--- config.mk ---
export PLATFORM = sky130hd
export DESIGN_NAME = hpsd_ctrl
export DESIGN_NICKNAME = d
export VERILOG_FILES = /design/src/rtl/hpsd_pkg.sv /design/src/rtl/hpsd_ctrl.sv
export SDC_FILE = /design/constraint.sdc
export NUM_CORES = 1
export LEC_CHECK = 0
export ABC_AREA = 0
export BUFFER_PORTS_ARGS = -buffer_cell sky130_fd_sc_hd__buf_2
export CAP_MARGIN = 20
export CELL_PAD_IN_SITES_DETAIL_PLACEMENT = 1
export CELL_PAD_IN_SITES_GLOBAL_PLACEMENT = 2
export CORE_MARGIN = 2
export CORE_UTILIZATION = 34
export DETAILED_ROUTE_END_ITERATION = 10
export PLACE_DENSITY_LB_ADDON = 0.1
export SETUP_SLACK_MARGIN = 0.5
export SYNTH_ARGS = -nofsm -noshare
export SYNTH_HDL_FRONTEND = slang
export SYNTH_SLANG_ARGS = --single-unit
--- constraint.sdc ---
create_clock -name clk -period 3.77 [get_ports clk]
set_clock_uncertainty 0.05 [all_clocks]
set_input_delay 0.754 -clock clk [delete_from_list [all_inputs] [get_ports clk]]
set_output_delay 0.754 -clock clk [all_outputs]
set_load 0.1 [all_outputs]
--- src/rtl/hpsd_pkg.sv ---
package hpsd_pkg;

    localparam int SCORE_W     = 8;
    localparam int POS_W       = 12;
    localparam int FIX_W       = 32;
    localparam int ROW_CFG_W   = 9;
    localparam int SHIFT_CFG_W = 5;
    localparam int CFG_DATA_W  = 9;
    localparam int CFG_IDX_W   = 1;
    // A 3x3 window of weights up to 255 sums to less than 4096.
    localparam int TOT_W       = 12;
    localparam int FRAC_W      = 16;
    localparam int STRIDE_LOG2 = 2;

    localparam logic [FIX_W-1:0]          HALF_PIXEL       = 32'd32768;
    localparam logic signed [SCORE_W-1:0] SCORE_MAX        = 8'sd127;
    localparam logic [ROW_CFG_W-1:0]      ROW_WIDTH_RST    = 9'd64;
    localparam logic [SHIFT_CFG_W-1:0]    OFFSET_SHIFT_RST = 5'd0;
    localparam logic [SHIFT_CFG_W-1:0]    MAX_OFFSET_SHIFT = 5'd16;

    localparam logic [CFG_IDX_W-1:0] REG_ROW_WIDTH    = 1'd0;
    localparam logic [CFG_IDX_W-1:0] REG_OFFSET_SHIFT = 1'd1;

    typedef enum logic [1:0] {
        DIV_INDEX = 2'd0,
        DIV_COUNT = 2'd1,
        DIV_X     = 2'd2,
        DIV_Y     = 2'd3
    } div_op_t;

    typedef enum logic {
        PASS_MIN = 1'b0,
        PASS_SUM = 1'b1
    } scan_pass_t;

    typedef struct packed {
        logic       pix_take;
        logic       div_start;
        div_op_t    div_op;
        logic       scan_start;
        scan_pass_t scan_pass;
        logic       emit;
    } hpsd_cmd_t;

    typedef struct packed {
        logic last_accept;
        logic div_done;
        logic scan_done;
        logic slot_free;
    } hpsd_stat_t;

endpackage

--- src/rtl/hpsd_ctrl.sv ---
module hpsd_ctrl (
    input  logic                clk,
    input  logic                rst_n,
    input  hpsd_pkg::hpsd_stat_t stat,
    output hpsd_pkg::hpsd_cmd_t  cmd
);
    import hpsd_pkg::*;

    typedef enum logic [7:0] {
        ST_LOAD     = 8'b0000_0001,
        ST_DIV_IDX  = 8'b0000_0010,
        ST_DIV_CNT  = 8'b0000_0100,
        ST_SCAN_MIN = 8'b0000_1000,
        ST_SCAN_SUM = 8'b0001_0000,
        ST_DIV_X    = 8'b0010_0000,
        ST_DIV_Y    = 8'b0100_0000,
        ST_EMIT     = 8'b1000_0000
    } state_t;

    state_t state_reg, state_next;
    logic   launch_reg, launch_next;

    always_comb
    begin
        state_next = state_reg;
        case (state_reg)
            ST_LOAD:
            begin
                if (stat.last_accept)
                    state_next = ST_DIV_IDX;
            end
            ST_DIV_IDX:
            begin
                if (stat.div_done)
                    state_next = ST_DIV_CNT;
            end
            ST_DIV_CNT:
            begin
                if (stat.div_done)
                    state_next = ST_SCAN_MIN;
            end
            ST_SCAN_MIN:
            begin
                if (stat.scan_done)
                    state_next = ST_SCAN_SUM;
            end
            ST_SCAN_SUM:
            begin
                if (stat.scan_done)
                    state_next = ST_DIV_X;
            end
            ST_DIV_X:
            begin
                if (stat.div_done)
                    state_next = ST_DIV_Y;
            end
            ST_DIV_Y:
            begin
                if (stat.div_done)
                    state_next = ST_EMIT;
            end
            ST_EMIT:
            begin
                if (stat.slot_free)
                    state_next = ST_LOAD;
            end
            default:
            begin
                state_next = ST_LOAD;
            end
        endcase
    end

    // Each work state kicks off its unit in its first cycle, so operands already
    // reflect the edge that entered the state.
    assign launch_next = (state_next != state_reg);

    always_ff @(posedge clk or negedge rst_n)
    begin
        if (!rst_n)
        begin
            state_reg  <= ST_LOAD;
            launch_reg <= 1'b0;
        end
        else
        begin
            state_reg  <= state_next;
            launch_reg <= launch_next;
        end
    end

    always_comb
    begin
        cmd.pix_take   = (state_reg == ST_LOAD);
        cmd.div_start  = launch_reg && (state_reg == ST_DIV_IDX || state_reg == ST_DIV_CNT ||
                                        state_reg == ST_DIV_X || state_reg == ST_DIV_Y);
        cmd.scan_start = launch_reg && (state_reg == ST_SCAN_MIN || state_reg == ST_SCAN_SUM);
        cmd.scan_pass  = (state_reg == ST_SCAN_SUM) ? PASS_SUM : PASS_MIN;
        cmd.emit       = (state_reg == ST_EMIT) && stat.slot_free;
        case (state_reg)
            ST_DIV_CNT: cmd.div_op = DIV_COUNT;
            ST_DIV_X:   cmd.div_op = DIV_X;
            ST_DIV_Y:   cmd.div_op = DIV_Y;
            default:    cmd.div_op = DIV_INDEX;
        endcase
    end

endmodule

==> impl_metrics.tcl, run 1 <==
set metrics [dict create \
    ys_ff_latch 9 \
    coreArea_mm2 0.00215 \
    r2r_end "launch_reg" \
    gr-usage-all-layers 0.200 \
    die_x_um 51.1 \
    pwr-share-seq 0.302 \
    hold_buffers 0 \
    setup_viol 0 \
    start_util 0.351 \
    syn2layout_area_growth_pct 16.3 \
    outcome "finished clean" \
    min_period_over_period 0.829 \
    port_buffers 12 \
    path_class "reg -> out" \
    place.gp.congestion 0.767 \
    multi_input_area_um2 495 \
    wl_per_cell_um 18.2 \
    seqCellArea_um2 226 \
    hold_viol 0 \
    final_common_cell "nor2_1" \
    clk_latency_ns 0.28 \
    vias 766 \
    grt_pass1_wl_um 3840 \
    power_leakage_nw 0.361 \
    drtIter0Drc 16 \
    syn_nets 98 \
    cts_inserted_buffers 3 \
    clkSinkCount 9 \
    drv_slew 0 \
    pwr-share-clk 0.164 \
    avgSynthCellArea_um2 8.19 \
    p_switching_mw 0.272 \
    drt_pass1_iterations 4 \
    root_buffer "clkbuf_4" \
    drv_cap 0 \
    worst_slew_pin_slew_ns 0.488 \
    synth_warnings 0 \
    final_cell_mix "12 x nor2_1, 11 x buf_2, 8 x dfrtp_1" \
    vias_per_cell 5.89 \
    grt_max_degree 14 \
    internal_power_mw 0.241 \
    max_freq_mhz 320 \
    h-tree-depth 1 \
    crit_fanout 12 \
    grt_overflow 0 \
    cts_tree "built" \
    rows 17 \
    cts_setup_buffers 0 \
    powerDensity_mw_per_mm2 585 \
    antenna_found_initial 0 \
    ant_nets 0 \
    fin_area_um2 876 \
    hpwlAfterDp_um 1720 \
    die_h_um 51.1 \
    largest_reg_flops 8 \
    crit_required_ns 2.97 \
    rrSetupSlack_ns 1.33 \
    cts_buffer_depth 2 \
    post-route-util 0.408 \
    async_reset_ff_frac 1.00 \
    reg2reg_depth 4 \
    clk_pin_slew_ns 0.08 \
    arrival_ns 2.32 \
    nNetsFinal 109 \
    syn_inst 92 \
    critPathLaunchType "register" \
    synth_flop_cell "dfrtp_1" \
    hp-class "in -> async" \
    ioPinCount 13 \
    synth_area_um2 753 \
    drive_gt1_frac 0.255 \
    wl_um 2370 \
    synth_edf_count 0 \
    antenna_cells 0 \
    grt_pass1_vias 774 \
    tns_ns 0 \
    end_kind "primary output" \
    rsz0062_at_grt "false" \
    combPwrFrac 0.534 \
    finalCriticalPeriod_ns 3.12 \
    drt_drc_violations_left 0 \
    vdd_drop_max_mv 0.297 \
    yosysSeqAreaShare 0.301 \
    placed_area_um2 847 \
    synthDistinctLibCells 46 \
    r2r-start "state_reg[7]" \
    swShare 0.531 \
    n_fill_cell 260 \
    max_slew_margin 0.666 \
    die-area_mm2 0.00261 \
]
[cell families after synthesis]
| family | share of synthesized area |
|---|---|
| buffers and inverters | 0.0747 |
| AOI/OAI and AO/OA | 0.248 |
| and+or+nand+nor | 0.329 |
| DFF | 0.301 |
| muxes | 0.0133 |
| xor gates and xnor gates | 0.0349 |
[per-layer routing]
layer  GRT usage  share of wire  vias to the layer above
met2       0.316           0.47                       25
met4      0.0676          0.011                        0
met1       0.273           0.46                      369
met3      0.0380          0.054                        4
li1            -              -                      368
met5           0              0                        -
[area by class of cell]
cell class              count  share of cell area
multi-input cells          71               0.566
flip-flops and latches      9               0.259
repair buffers             14              0.0886
well taps                  28              0.0400
clock buffers               4              0.0300
inverters                   4              0.0171
[power by group through the flow]
stage          Combinational [mW]  Sequential (mW)  Clock [mW]
2_1_floorplan               0.244            0.129           0
3_3_place_gp                0.272            0.158           0
3_5_place_dp                0.272            0.157           0
4_1_cts                     0.274            0.154      0.0862
5_1_grt                     0.292            0.160      0.0889
6_report                    0.274            0.155      0.0839
[worst max-delay path, cell delays in order, from the launching register on]
cell	delay, ns
dfrtp_1	0.52
or4_1	0.65
and4bb_2	0.34
and2_1	0.18
clkbuf_4	0.35
[metrics by stage]
stage,hold WS [ns],instances,setup slack (ns),power [mW]
floorplan,0.408,92,0.287,0.373
global placement,0.580,126,0.859,0.431
detailed placement,0.582,126,0.853,0.428
CTS,0.280,130,0.554,0.515
global route,0.277,130,0.586,0.540
finish,0.265,130,0.647,0.513
[worst max path at each step]
stage | start | endpoint | slack [ns] | cells past startpoint
after floorplan | state_reg[4] | cmd[3] | 0.29 | 2
after global placement | state_reg[4] | cmd[0] | 0.86 | 4
after detailed placement | state_reg[5] | cmd[0] | 0.85 | 4
after CTS | state_reg[4] | cmd[0] | 0.55 | 4
after global routing | state_reg[4] | cmd[0] | 0.59 | 4
final | state_reg[5] | cmd[0] | 0.65 | 4
[synth_stat cells, types with 2 or more instances]
master | count | share of area
o21ai_0 | 2 | 0.013
nand2b_1 | 2 | 0.017
inv_1 | 4 | 0.020
nor4_1 | 4 | 0.033
or4_1 | 2 | 0.020
or3_1 | 3 | 0.025
clkbuf_1 | 6 | 0.030
dfrtp_1 | 8 | 0.27
nor2_1 | 13 | 0.065
a21oi_1 | 2 | 0.013
nand2_1 | 4 | 0.020
xnor2_1 | 3 | 0.035
and2_1 | 3 | 0.025
nor3b_1 | 2 | 0.020
nand3b_1 | 2 | 0.020
a31oi_1 | 2 | 0.017
[what timing repair did]
| action | in CTS | in global routing |
|---|---|---|
| gates resized for setup | 0 | 1 |
| hold endpoints to repair | 0 | 0 |
| endpoints found under the setup margin | 0 | 1 |
(Power assumes the default switching activity.)
==> inputs of run 2 (changes only) <==
CORE_UTILIZATION = 31   (was 34)
clock period = 3.3 ns   (was 3.77 ns; I/O delays follow)
==> run 2 against run 1 <==
Net effect:
- sequential share of layout area fell by 2.3 points
- via count rose by 3.3%
- final area rose by 11%
- wire length rose by 5.2%
- global-route usage rose by 0.35 points
- register-to-register slack got worse by 0.37 ns
- critical path depth fell by 1
- clock power rose by 13%
- critical path type unchanged
==> impl_metrics.tcl, run 2 (same netlist as run 1, synthesis figures left out) <==
set metrics [dict create \
    outcome "finished clean" \
    powerDensity_mw_per_mm2 632 \
    setup_viol 0 \
    max_freq_mhz 367 \
    hp-class "in -> async" \
    h-tree-depth 1 \
    cts_tree "built" \
    worst_slew_pin_slew_ns 0.499 \
    coreArea_mm2 0.00225 \
    critPathLaunchType "register" \
    arrival_ns 2.01 \
    ioPinCount 13 \
    grt_max_degree 14 \
    wl_um 2490 \
    place_inst 129 \
    largest_reg_flops 8 \
    wl_per_cell_um 18.6 \
    antenna_found_initial 0 \
    drtIter0Drc 17 \
    rows 17 \
    hpwlAfterDp_um 1840 \
    drt_drc_violations_left 0 \
    vias 791 \
    grt_pass1_wl_um 4030 \
    cts_inserted_buffers 3 \
    die_x_um 53.3 \
    grt_overflow 0 \
    vias_per_cell 5.90 \
    end_kind "primary output" \
    final_common_cell "nor2_1" \
    fin_cells 134 \
    crit_required_ns 2.59 \
    drv_cap 0 \
    syn2layout_area_growth_pct 29.6 \
    die-area_mm2 0.00284 \
    port_buffers 12 \
    die_h_um 53.3 \
    drt_pass1_iterations 4 \
    drive_gt1_frac 0.358 \
    hold_viol 0 \
    start_util 0.334 \
    antenna_cells 0 \
    nNetsFinal 113 \
    power_leakage_nw 0.392 \
    root_buffer "clkbuf_4" \
    cts_buffer_depth 2 \
    crit_fanout 11 \
    gr-usage-all-layers 0.204 \
    path_class "reg -> out" \
    final_cell_mix "11 x nor2_1, 8 x buf_4, 6 x buf_2, 5 x clkbuf_4, 5 x dfrtp_1" \
    clk_latency_ns 0.28 \
    clkSinkCount 9 \
    tns_ns 0 \
    max_slew_margin 0.659 \
    drv_slew 0 \
    vdd_drop_max_mv 0.359 \
    place.gp.congestion 0.822 \
    finalCriticalPeriod_ns 2.72 \
    grt_pass1_vias 777 \
    clk_pin_slew_ns 0.08 \
    min_period_over_period 0.825 \
    n_fill_cell 287 \
    ant_nets 0 \
    rsz0062_at_grt "false" \
]
-- run 2: cell count changes in the layout (fill, tap and decap cells not counted), sizes merged --
| cell | previous run | this run |
|---|---|---|
| buf | 13 | 16 |
| clkbuf | 5 | 6 |
-- run 2: routing by layer --
| layer | vias to the layer above | routed length [um] | GRT usage |
|---|---|---|---|
| li1 | 375 | - | - |
| met1 | 395 | 1190 | 0.289 |
| met2 | 17 | 1200 | 0.305 |
| met3 | 4 | 70 | 0.0254 |
| met4 | 0 | 35 | 0.0897 |
| met5 | - | 0 | 0 |
-- run 2: path summary, 6_finish.rpt --
kind                               from      endpoint  slack, ns  depth (start not counted)
max                        state_reg[1]        cmd[3]       0.58                          3
min                               rst_n  state_reg[4]       0.18                          1
min in group clk           state_reg[1]  state_reg[1]       0.60                          1
min reg2reg                state_reg[1]  state_reg[1]       0.60                          1
max reg2reg                state_reg[1]    launch_reg       0.96                          4
max in group asynchronous         rst_n  state_reg[0]       2.75                          1
-- run 2: final cells by class --
type	count	area (um^2)	share of cell area
Timing Repair Buffer	18	136	0.140
Clock buffer	4	26.3	0.0269
Multi-Input combinational cell	71	533	0.546
Tap cell	28	35.0	0.0359
Inverter	4	15.0	0.0154
Sequential cell	9	230	0.236
-- run 2: critical path, cell delays in order (launching register included) --
cell and delay (ns):
dfrtp_2 0.49, or4_4 0.55, nor4_4 0.24, buf_2 0.47
-- run 2: per-stage QoR --
stage	setup slack, ns	total power [mW]	hold WS (ns)	utilization	instance area (um^2)
after CTS	0.477	0.607	0.185	0.418	943
after global placement	0.562	0.499	0.487	0.397	896
after detailed placement	0.523	0.502	0.489	0.397	896
after global routing	0.517	0.657	0.183	0.433	976
final	0.577	0.617	0.177	0.433	976
after floorplan	0.284	0.433	0.314	-	805
-- run 2: report_power, final --
part / leakage [nW] / switching (mW) / internal [mW] / total (mW)
sequential: 0.112 / 0.0404 / 0.135 / 0.176
combinational: 0.264 / 0.235 / 0.111 / 0.346
clock: 0.0150 / 0.0480 / 0.0469 / 0.0949
-- run 2: repair_timing --
| action | CTS | global route |
|---|---|---|
| endpoints found under the setup margin | 5 | 7 |
| buffers inserted | 0 | 1 |
| hold buffers | 0 | 0 |
| pin swaps | 0 | 1 |
| resized for setup | 7 | 9 |
